===== config.mk =====
export PLATFORM = sky130hd
export DESIGN_NAME = integer_to_english_word_tokens_top
export DESIGN_NICKNAME = d
export VERILOG_FILES = /design/src/sv/i2ew_pkg.sv /design/src/sv/integer_to_english_word_tokens_top.sv /design/src/sv/i2ew_front.sv /design/src/sv/i2ew_fifo.sv /design/src/sv/i2ew_back.sv
export SDC_FILE = /design/constraint.sdc
export NUM_CORES = 1
export LEC_CHECK = 0
export BUFFER_PORTS_ARGS = -buffer_cell sky130_fd_sc_hd__buf_2
export CELL_PAD_IN_SITES_DETAIL_PLACEMENT = 2
export CELL_PAD_IN_SITES_GLOBAL_PLACEMENT = 2
export CORE_ASPECT_RATIO = 1.75
export CORE_MARGIN = 2
export CORE_UTILIZATION = 31
export CTS_CLUSTER_DIAMETER = 40
export CTS_CLUSTER_SIZE = 24
export DETAILED_ROUTE_END_ITERATION = 10
export MAX_ROUTING_LAYER = met4
export PLACE_DENSITY = 0.57
export SLEW_MARGIN = 20
export SYNTH_ARGS = -nofsm -noshare
export SYNTH_HDL_FRONTEND = slang
export SYNTH_HIERARCHICAL = 1
export SYNTH_SLANG_ARGS = --single-unit

===== constraint.sdc =====
create_clock -name clk -period 4.19 [get_ports clk]
set_input_delay 0 -clock clk [delete_from_list [all_inputs] [get_ports clk]]
set_output_delay 0 -clock clk [all_outputs]
set_load 0.02 [all_outputs]

===== src/sv/i2ew_pkg.sv =====
// Shared types and constants for the integer-to-English word token block.
// No dependencies; used by every module of the block.
`default_nettype none

package i2ew_pkg;

	// Input field width and decimal digit capacity of the converter
	localparam int VALUE_W    = 31;
	localparam int NUM_DIGITS = 10;
	localparam int BCD_W      = 4 * NUM_DIGITS;
	localparam int GRP_DIG_W  = 48;	// four groups of three digits
	localparam int WORD_W     = 5;

	// Word token codes
	localparam logic [WORD_W-1:0] TOK_ZERO      = 5'd0;
	localparam logic [WORD_W-1:0] TOK_TEN       = 5'd10;
	localparam logic [WORD_W-1:0] TOK_TENS_BASE = 5'd18;
	localparam logic [WORD_W-1:0] TOK_HUNDRED   = 5'd28;
	localparam logic [WORD_W-1:0] TOK_THOUSAND  = 5'd29;
	localparam logic [WORD_W-1:0] TOK_MILLION   = 5'd30;
	localparam logic [WORD_W-1:0] TOK_BILLION   = 5'd31;

	// Group index of the units group
	localparam logic [1:0] GRP_UNITS = 2'd3;

	// Queue status seen by both sides
	typedef struct packed {
		logic full;
		logic empty;
	} q_stat_t;

	// Front converter states
	typedef enum logic [1:0] {
		F_IDLE,
		F_CONV,
		F_PUSH
	} front_state_t;

	// Back token sequencer states
	typedef enum logic [2:0] {
		B_IDLE,
		B_ZERO,
		B_HUND_DIGIT,
		B_HUND_WORD,
		B_TENS,
		B_ONES,
		B_SCALE
	} back_state_t;

endpackage

`default_nettype wire


===== src/sv/integer_to_english_word_tokens_top.sv =====
// Top level of the integer-to-English word token block.
// Depends on i2ew_pkg, i2ew_front, i2ew_fifo and i2ew_back.
//
// Spells a non-negative integer as American English word tokens, most
// significant first, with last set on the final token; zero gives one token
// Zero. The input takes a new value only once the last one has been
// accepted, converted one bit per cycle by the shift-and-add-3 BCD
// converter and handed to a two-entry queue; the hand-over waits while the
// queue is full. The token sequencer behind the queue runs on its own and
// gives at most one token per cycle, waiting while the output is not taken;
// it needs fewer steps per value than the converter at the default width
// (a load, then steps for the tokens, the all-zero groups and the groups
// without a hundreds digit), so the converter sets the sustained rate.
// Value bits at and above VALUE_BITS are ignored.
`default_nettype none

module integer_to_english_word_tokens_top #(
	parameter int VALUE_BITS = 31
) (
	input  wire logic                          clk,
	input  wire logic                          arst_n,
	input  wire logic                          in_valid,
	output logic                               in_ready,
	input  wire logic [i2ew_pkg::VALUE_W-1:0]  value,
	output logic                               out_valid,
	input  wire logic                          out_ready,
	output logic [i2ew_pkg::WORD_W-1:0]        word,
	output logic                               last
);

	logic                        push;
	logic                        pop;
	logic [i2ew_pkg::BCD_W-1:0]  bcd;
	logic [i2ew_pkg::BCD_W-1:0]  rdata;
	i2ew_pkg::q_stat_t           q_stat;

	i2ew_front #(
		.VALUE_BITS(VALUE_BITS)
	) u_front (
		.clk      (clk),
		.arst_n   (arst_n),
		.in_valid (in_valid),
		.in_ready (in_ready),
		.value    (value),
		.push     (push),
		.q_stat   (q_stat),
		.bcd      (bcd)
	);

	i2ew_fifo u_fifo (
		.clk    (clk),
		.arst_n (arst_n),
		.push   (push),
		.wdata  (bcd),
		.pop    (pop),
		.rdata  (rdata),
		.q_stat (q_stat)
	);

	i2ew_back u_back (
		.clk       (clk),
		.arst_n    (arst_n),
		.q_stat    (q_stat),
		.rdata     (rdata),
		.pop       (pop),
		.out_valid (out_valid),
		.out_ready (out_ready),
		.word      (word),
		.last      (last)
	);

endmodule

`default_nettype wire


===== src/sv/i2ew_front.sv =====
// Front part: accepts a value and converts it to BCD by shift-and-add-3.
// Depends on i2ew_pkg.
`default_nettype none

module i2ew_front #(
	parameter int VALUE_BITS = 31
) (
	input  wire logic                          clk,
	input  wire logic                          arst_n,
	input  wire logic                          in_valid,
	output logic                               in_ready,
	input  wire logic [i2ew_pkg::VALUE_W-1:0]  value,
	output logic                               push,
	input  wire i2ew_pkg::q_stat_t             q_stat,
	output logic [i2ew_pkg::BCD_W-1:0]         bcd
);

	localparam int CNT_W = $clog2(VALUE_BITS + 1);

	i2ew_pkg::front_state_t state_q, state_d;
	logic [CNT_W-1:0]            cnt_q;
	logic [VALUE_BITS-1:0]       sh_q;
	logic [i2ew_pkg::BCD_W-1:0]  bcd_q;
	logic [i2ew_pkg::BCD_W-1:0]  bcd_adj;
	logic                        take;

	// Add 3 to every digit of 5 or more before the shift
	always_comb begin
		for (int i = 0; i < i2ew_pkg::NUM_DIGITS; i++) begin
			if (bcd_q[4*i +: 4] >= 4'd5) begin
				bcd_adj[4*i +: 4] = bcd_q[4*i +: 4] + 4'd3;
			end else begin
				bcd_adj[4*i +: 4] = bcd_q[4*i +: 4];
			end
		end
	end

	// Next state
	always_comb begin
		state_d = state_q;
		case (state_q)
			i2ew_pkg::F_IDLE: begin
				if (in_valid) begin
					state_d = i2ew_pkg::F_CONV;
				end
			end
			i2ew_pkg::F_CONV: begin
				if (cnt_q == CNT_W'(1)) begin
					state_d = i2ew_pkg::F_PUSH;
				end
			end
			i2ew_pkg::F_PUSH: begin
				if (!q_stat.full) begin
					state_d = i2ew_pkg::F_IDLE;
				end
			end
			default: state_d = i2ew_pkg::F_IDLE;
		endcase
	end

	// Outputs
	always_comb begin
		in_ready = 1'b0;
		push     = 1'b0;
		case (state_q)
			i2ew_pkg::F_IDLE: in_ready = 1'b1;
			i2ew_pkg::F_PUSH: push     = !q_stat.full;
			default: begin
				in_ready = 1'b0;
				push     = 1'b0;
			end
		endcase
	end

	assign take = in_valid && in_ready;
	assign bcd  = bcd_q;

	always_ff @(posedge clk or negedge arst_n) begin
		if (!arst_n) begin
			state_q <= i2ew_pkg::F_IDLE;
			cnt_q   <= '0;
		end else begin
			state_q <= state_d;
			if (take) begin
				cnt_q <= CNT_W'(VALUE_BITS);
			end else if (state_q == i2ew_pkg::F_CONV) begin
				cnt_q <= cnt_q - CNT_W'(1);
			end
		end
	end

	// Datapath: load on transfer, one bit per cycle while converting
	always_ff @(posedge clk) begin
		if (take) begin
			sh_q  <= value[VALUE_BITS-1:0];
			bcd_q <= '0;
		end else if (state_q == i2ew_pkg::F_CONV) begin
			sh_q  <= {sh_q[VALUE_BITS-2:0], 1'b0};
			bcd_q <= {bcd_adj[i2ew_pkg::BCD_W-2:0], sh_q[VALUE_BITS-1]};
		end
	end

endmodule

`default_nettype wire


===== src/sv/i2ew_fifo.sv =====
// Two-entry queue of BCD values between the converter and the token sequencer.
// Depends on i2ew_pkg.
`default_nettype none

module i2ew_fifo (
	input  wire logic                          clk,
	input  wire logic                          arst_n,
	input  wire logic                          push,
	input  wire logic [i2ew_pkg::BCD_W-1:0]    wdata,
	input  wire logic                          pop,
	output logic [i2ew_pkg::BCD_W-1:0]         rdata,
	output i2ew_pkg::q_stat_t                  q_stat
);

	logic [i2ew_pkg::BCD_W-1:0] mem_q [2];
	logic       wptr_q;
	logic       rptr_q;
	logic [1:0] cnt_q;

	assign q_stat.full  = (cnt_q == 2'd2);
	assign q_stat.empty = (cnt_q == 2'd0);
	assign rdata        = mem_q[rptr_q];

	// Pointers and fill count
	always_ff @(posedge clk or negedge arst_n) begin
		if (!arst_n) begin
			wptr_q <= 1'b0;
			rptr_q <= 1'b0;
			cnt_q  <= 2'd0;
		end else begin
			if (push) begin
				wptr_q <= !wptr_q;
			end
			if (pop) begin
				rptr_q <= !rptr_q;
			end
			cnt_q <= cnt_q + {1'b0, push} - {1'b0, pop};
		end
	end

	// Storage
	always_ff @(posedge clk) begin
		if (push) begin
			mem_q[wptr_q] <= wdata;
		end
	end

`ifndef ASSERT_OFF
	a_no_push_full: assert property (@(posedge clk) disable iff (!arst_n)
		push |-> !q_stat.full)
		else $error("queue written while full");
	a_no_pop_empty: assert property (@(posedge clk) disable iff (!arst_n)
		pop |-> !q_stat.empty)
		else $error("queue read while empty");
	a_cnt_track: assert property (@(posedge clk) disable iff (!arst_n)
		(push && !pop && !q_stat.full) |=> (cnt_q == $past(cnt_q) + 2'd1))
		else $error("queue fill count lost a write");
`endif

endmodule

`default_nettype wire


===== src/sv/i2ew_back.sv =====
// Back part: walks the BCD groups and emits up to one word token per cycle.
// Depends on i2ew_pkg. Waits while the output is not taken.
`default_nettype none

module i2ew_back (
	input  wire logic                                clk,
	input  wire logic                                arst_n,
	input  wire i2ew_pkg::q_stat_t                   q_stat,
	input  wire logic [i2ew_pkg::BCD_W-1:0]          rdata,
	output logic                                     pop,
	output logic                                     out_valid,
	input  wire logic                                out_ready,
	output logic [i2ew_pkg::WORD_W-1:0]              word,
	output logic                                     last
);

	i2ew_pkg::back_state_t state_q, state_d;
	logic [1:0]                      grp_q;
	logic                            grp_inc;
	logic [i2ew_pkg::GRP_DIG_W-1:0]  dig_q;
	logic                            out_valid_q;
	logic [i2ew_pkg::WORD_W-1:0]     word_q;
	logic                            last_q;

	logic [11:0] grp_dig;
	logic [3:0]  h, t, o;
	logic        gz, rz, g3, low_zero, out_free;
	logic        emit, last_c;
	logic [i2ew_pkg::WORD_W-1:0] tok, scale_tok;

	// Current group digits and lower-group zero test
	always_comb begin
		case (grp_q)
			2'd0: begin
				grp_dig   = dig_q[47:36];
				low_zero  = (dig_q[35:0] == '0);
				scale_tok = i2ew_pkg::TOK_BILLION;
			end
			2'd1: begin
				grp_dig   = dig_q[35:24];
				low_zero  = (dig_q[23:0] == '0);
				scale_tok = i2ew_pkg::TOK_MILLION;
			end
			2'd2: begin
				grp_dig   = dig_q[23:12];
				low_zero  = (dig_q[11:0] == '0);
				scale_tok = i2ew_pkg::TOK_THOUSAND;
			end
			default: begin
				grp_dig   = dig_q[11:0];
				low_zero  = 1'b1;
				scale_tok = i2ew_pkg::TOK_ZERO;
			end
		endcase
	end

	assign h        = grp_dig[11:8];
	assign t        = grp_dig[7:4];
	assign o        = grp_dig[3:0];
	assign gz       = (grp_dig == '0);
	assign rz       = (t == 4'd0) && (o == 4'd0);
	assign g3       = (grp_q == i2ew_pkg::GRP_UNITS);
	assign out_free = !out_valid_q || out_ready;

	// Token outputs of the current step
	always_comb begin
		emit   = 1'b0;
		tok    = i2ew_pkg::TOK_ZERO;
		last_c = 1'b0;
		pop    = 1'b0;
		case (state_q)
			i2ew_pkg::B_IDLE: pop = !q_stat.empty;
			i2ew_pkg::B_ZERO: begin
				emit   = 1'b1;
				last_c = 1'b1;
			end
			i2ew_pkg::B_HUND_DIGIT: begin
				emit = !gz && (h != 4'd0);
				tok  = {1'b0, h};
			end
			i2ew_pkg::B_HUND_WORD: begin
				emit   = 1'b1;
				tok    = i2ew_pkg::TOK_HUNDRED;
				last_c = g3 && rz;
			end
			i2ew_pkg::B_TENS: begin
				emit = !rz;
				if (t >= 4'd2) begin
					tok    = i2ew_pkg::TOK_TENS_BASE + {1'b0, t};
					last_c = g3 && (o == 4'd0);
				end else begin
					// teen or single ones word
					tok    = (t == 4'd1) ? (i2ew_pkg::TOK_TEN + {1'b0, o}) : {1'b0, o};
					last_c = g3;
				end
			end
			i2ew_pkg::B_ONES: begin
				emit   = 1'b1;
				tok    = {1'b0, o};
				last_c = g3;
			end
			i2ew_pkg::B_SCALE: begin
				emit   = 1'b1;
				tok    = scale_tok;
				last_c = low_zero;
			end
			default: begin
				emit   = 1'b0;
				last_c = 1'b0;
			end
		endcase
	end

	// Next state
	always_comb begin
		state_d = state_q;
		grp_inc = 1'b0;
		case (state_q)
			i2ew_pkg::B_IDLE: begin
				if (!q_stat.empty) begin
					state_d = (rdata == '0) ? i2ew_pkg::B_ZERO : i2ew_pkg::B_HUND_DIGIT;
				end
			end
			i2ew_pkg::B_ZERO: begin
				if (out_free) begin
					state_d = i2ew_pkg::B_IDLE;
				end
			end
			i2ew_pkg::B_HUND_DIGIT: begin
				if (gz) begin
					state_d = g3 ? i2ew_pkg::B_IDLE : i2ew_pkg::B_HUND_DIGIT;
					grp_inc = !g3;
				end else if (h == 4'd0) begin
					state_d = i2ew_pkg::B_TENS;
				end else if (out_free) begin
					state_d = i2ew_pkg::B_HUND_WORD;
				end
			end
			i2ew_pkg::B_HUND_WORD: begin
				if (out_free) begin
					if (!rz) begin
						state_d = i2ew_pkg::B_TENS;
					end else begin
						state_d = g3 ? i2ew_pkg::B_IDLE : i2ew_pkg::B_SCALE;
					end
				end
			end
			i2ew_pkg::B_TENS: begin
				if (rz) begin
					state_d = g3 ? i2ew_pkg::B_IDLE : i2ew_pkg::B_SCALE;
				end else if (out_free) begin
					if ((t >= 4'd2) && (o != 4'd0)) begin
						state_d = i2ew_pkg::B_ONES;
					end else begin
						state_d = g3 ? i2ew_pkg::B_IDLE : i2ew_pkg::B_SCALE;
					end
				end
			end
			i2ew_pkg::B_ONES: begin
				if (out_free) begin
					state_d = g3 ? i2ew_pkg::B_IDLE : i2ew_pkg::B_SCALE;
				end
			end
			i2ew_pkg::B_SCALE: begin
				if (out_free) begin
					state_d = low_zero ? i2ew_pkg::B_IDLE : i2ew_pkg::B_HUND_DIGIT;
					grp_inc = !low_zero;
				end
			end
			default: state_d = i2ew_pkg::B_IDLE;
		endcase
	end

	// Control registers and output register
	always_ff @(posedge clk or negedge arst_n) begin
		if (!arst_n) begin
			state_q     <= i2ew_pkg::B_IDLE;
			grp_q       <= 2'd0;
			out_valid_q <= 1'b0;
		end else begin
			state_q <= state_d;
			if (pop) begin
				grp_q <= 2'd0;
			end else if (grp_inc) begin
				grp_q <= grp_q + 2'd1;
			end
			if (out_free) begin
				out_valid_q <= emit;
			end
		end
	end

	// Payload registers
	always_ff @(posedge clk) begin
		if (pop) begin
			dig_q <= {{(i2ew_pkg::GRP_DIG_W - i2ew_pkg::BCD_W){1'b0}}, rdata};
		end
		if (out_free) begin
			word_q <= tok;
			last_q <= last_c;
		end
	end

	assign out_valid = out_valid_q;
	assign word      = word_q;
	assign last      = last_q;

`ifndef ASSERT_OFF
	a_last_ends_item: assert property (@(posedge clk) disable iff (!arst_n)
		(emit && out_free && last_c) |=> (state_q == i2ew_pkg::B_IDLE))
		else $error("last token emitted but sequencer kept going");
	a_more_follows: assert property (@(posedge clk) disable iff (!arst_n)
		(emit && out_free && !last_c) |=> (state_q != i2ew_pkg::B_IDLE))
		else $error("sequencer finished without a last token");
	a_load_from_idle: assert property (@(posedge clk) disable iff (!arst_n)
		pop |=> (grp_q == 2'd0) && (state_q != i2ew_pkg::B_IDLE))
		else $error("queue entry taken but no run started");
`endif

endmodule

`default_nettype wire

==> summary.md <==
| Metric | Value |
|---|---|
| Most frequent cells in the layout | 157 x edfxtp_1, 121 x nand2_1, 48 x o21ai_0 |
| Post-Route WL | 24,200 µm |
| Hold path endpoint | u_back/out_valid$_DFFE_PN0P_ |
| Total Neg Setup Slack | 0 ps |
| Final hold vios | 0 |
| Setup Buffers After CTS | 0 |
| Worst Setup SP | u_fifo/rptr_q$_DFFE_PN0P_ |
| Distinct cells, synth | a little over 60 |
| Root Buffer | clkbuf_16 |
| R2R Setup Slk | approximately 1000 ps |
| Min-Delay Startpoint | out_ready |
| Arr. time, crit path | 3580 ps |
| Total CTS buffers | 28 |
| Tcrit/Tclk final | around three quarters |
| Synth Cell Area | between 9000 and 10,000 µm² |
| Critical path startpoint category | flop |
| Drt wl/cell | between 15 and 20 µm |
| First-pass DRT Iterations | 4 |
| Die area | 33,000 µm² |
| Leak Pwr | between 4 and 5 nW |
| Tot GR Track Use | between 15 and 20% |
| Power Density | 772 nW/µm² |
| Post-DRT Antenna Nets | 0 |
| Hold Buf Count CTS | 35 |
| Final Critical Period | between 3000 and 4000 ps |
| CP Capture Type | flop |
| CP Max Fanout | 21 |
| Max-cap viol count | 0 |
| Area of the multi-input gates | between 3000 and 4000 µm² |
| Highest Clock Rate | between 300 and 400 MHz |
| Gate Count Post-Synth | 784 |
| Most common cell after layout, fill and taps aside | edfxtp_1 |
| Post-layout nets | 928 |
| FF+latch area | around 5900 µm² |
| Fin. max-slew vios | 0 |
| Max_slew headroom | between 30 and 40% |
| Origin of the critical flop-to-flop path | u_fifo/rptr_q$_DFFE_PN0P_ |
| Vias in the first global route | 7,323 |
| Routability congestion estimate | between 0.8 and 0.9 |
| CTS tree | done |
| First-pass GRT wire length | 39,300 µm |
| H-Tree Depth | 1 |
| Top-area cell type share of the netlist area | about half |
| Worst-Margin Slew | roughly 910 ps |
| Clock transition at path regs | 60 ps |
| Path depth of the worst reg2reg path | 8 |
| Seq/Total Area, Yosys | a little over 60% |
| Synth area leaders | edfxtp_1 48%, dfxtp_1 8.2%, mux2_4 6.0%, nand2_1 4.7%, dfrtp_1 4.4% |
| Mapped Avg Cell Area | roughly 12 µm² |
| Finish-stage setup viols | 0 |
| Syn nets | approximately 850 |
| Die Wd | 138 µm |
| Area leader, netlist | edfxtp_1 |
| # port buffers | 42 |
| Vias per inst | 5.02 |
| Seq cells post-synth | around 210 |
| Share of layout cells above drive strength 1 | about 19% |
| Worst-case clock buffer depth | 3 |
| Initial antenna violation count | 0 |
| Io pins | 43 |
| Most used DFF post-synth | edfxtp_1 |
| Remaining DRCs | 0 |
| Worst IR Drop VDD | 0.330 mV |
| Required @ worst endpoint | around 4600 ps |
| Placeable Area | approximately 31,000 µm² |
| WHS Path Cells | 4 |
| Status | finished clean |
| # resized after CTS | 0 |
| Core Rows | 86 |
| HP Class | input port to flop |
| # diodes | 0 |
| Via count | between 6,000 and 7,000 |
| Area Growth Syn to Fin | 19.8% |
| Largest net degree at the start of global routing | 65 |
| Reg2reg end | u_back/state_q[1]$_DFFE_PN0P_ |
| Post-synth EDFFs | about 160 |
| Yosys warns | 6 |
| Tot Pwr | ~9.0 mW |
| Initial core utilization | 31.2% |
| Worst Clk Skew | roughly 15 ps |
| Starting DRC count in detailed routing | 200 |
| # clock sinks | 214 |
| HPWL after DPL | ~17,000 µm |
| RSZ-0062 raised after global routing | false |
| Fill cells | about 3,200 |
| Chip height | ~240 µm |
| Kind of critical path | flop to flop |
| Worst-Skew Late Latency | between 500 and 600 ps |
| GR Overflow Total | 0 |
| Post-synth ARST share | under 10% |
-- power breakdown --
group          internal (mW)  switching, mW  total (mW)
Sequential              3.10          0.607        3.71
Clock                   1.59           1.04        2.62
Combinational           1.15           1.55        2.71
Total                   5.84           3.20        9.04
-- worst max-delay path, cell delays in order, from the launching register on --
cell       delay [ps]
dfrtp_2           750
buf_4             460
mux2_4            350
nor4_1            390
nand4_1           150
nor3_1            340
mux2i_1           140
o2bb2ai_1         140
o32a_1            280
-- sequential cells by signal (all words and copies together) (netlist names) --
signal / flops
u_fifo/mem_q: 80
u_back/dig_q: 40
u_front/bcd: 40
u_front/sh_q: 31
u_back/word: 5
u_front/cnt_q: 5
u_back/state_q: 3
u_back/grp_q: 2
u_fifo/cnt_q: 2
u_front/state_q: 2
u_back/last: 1
u_back/out_valid: 1
u_fifo/rptr_q: 1
u_fifo/wptr_q: 1
-- metrics by stage --
step                utilization (%)  cells  area [µm²]  hold slack [ps]  worst slack, ps
global route                   37.4   1281       11700             64.4              757
global placement               32.9   1193       10300            0.203              971
floorplan                         -    784        9780             -296             1010
finish                         37.4   1281       11700             14.0             1030
detailed placement             32.9   1193       10300             10.3              982
CTS                            37.3   1280       11700             30.1              973
-- cell usage after synthesis, types with 9 or more instances --
| library cell | n |
|---|---|
| edfxtp_1 | 157 |
| nand2_1 | 122 |
| o21ai_0 | 48 |
| dfxtp_1 | 40 |
| mux2_4 | 39 |
| nand3_1 | 38 |
| inv_1 | 33 |
| ha_1 | 30 |
| a21oi_1 | 29 |
| nor2_1 | 27 |
| nor4_1 | 18 |
| dfrtp_1 | 17 |
| nand2b_1 | 16 |
| buf_2 | 15 |
| xnor2_1 | 12 |
| mux2_2 | 11 |
| nor2b_1 | 11 |
| xor2_1 | 11 |
| clkbuf_1 | 10 |
| a221o_2 | 9 |
-- worst max-delay path by stage --
stage and to:
3_3_place_gp u_back/state_q[1]$_DFFE_PN0P_, 3_5_place_dp u_back/state_q[1]$_DFFE_PN0P_, 5_1_grt u_back/state_q[1]$_DFFE_PN0P_, 4_1_cts u_back/state_q[1]$_DFFE_PN0P_, 6_report u_back/state_q[1]$_DFFE_PN0P_, 2_1_floorplan u_fifo/mem_q[0][0]$_DFFE_PP_
-- cell type report --
type	count	area share, %
clock buffer	31	6.35
inverter	34	1.09
clock inverter	21	2.55
timing repair buffer	83	5.23
tap	396	4.23
multi-input combinational	502	29.8
sequential	214	50.7
-- kinds of logic after synthesis --
group / after synthesis / synth area share, %
buffers and inverters: 68 / 3.77
xor gates and xnor gates: 24 / 2.30
muxes: 53 / 7.56
and+or+nand+nor: 261 / 12.8
adders and majority gates: 30 / 3.84
AOI/OAI and AO/OA: 134 / 8.97
DFF: 214 / 60.7
-- layer usage --
layer  vias to the layer above  part of all wire [%]  wire [µm]  track usage, %
met5                         -                     0          0               -
met4                         0                   4.3       1050            7.36
met3                        70                   2.5        599            1.70
met2                       121                    56      13700            30.0
met1                      3207                    37       8910            15.0
li1                       3036                     -          -               -
Power figures use the tool's default switching activity.
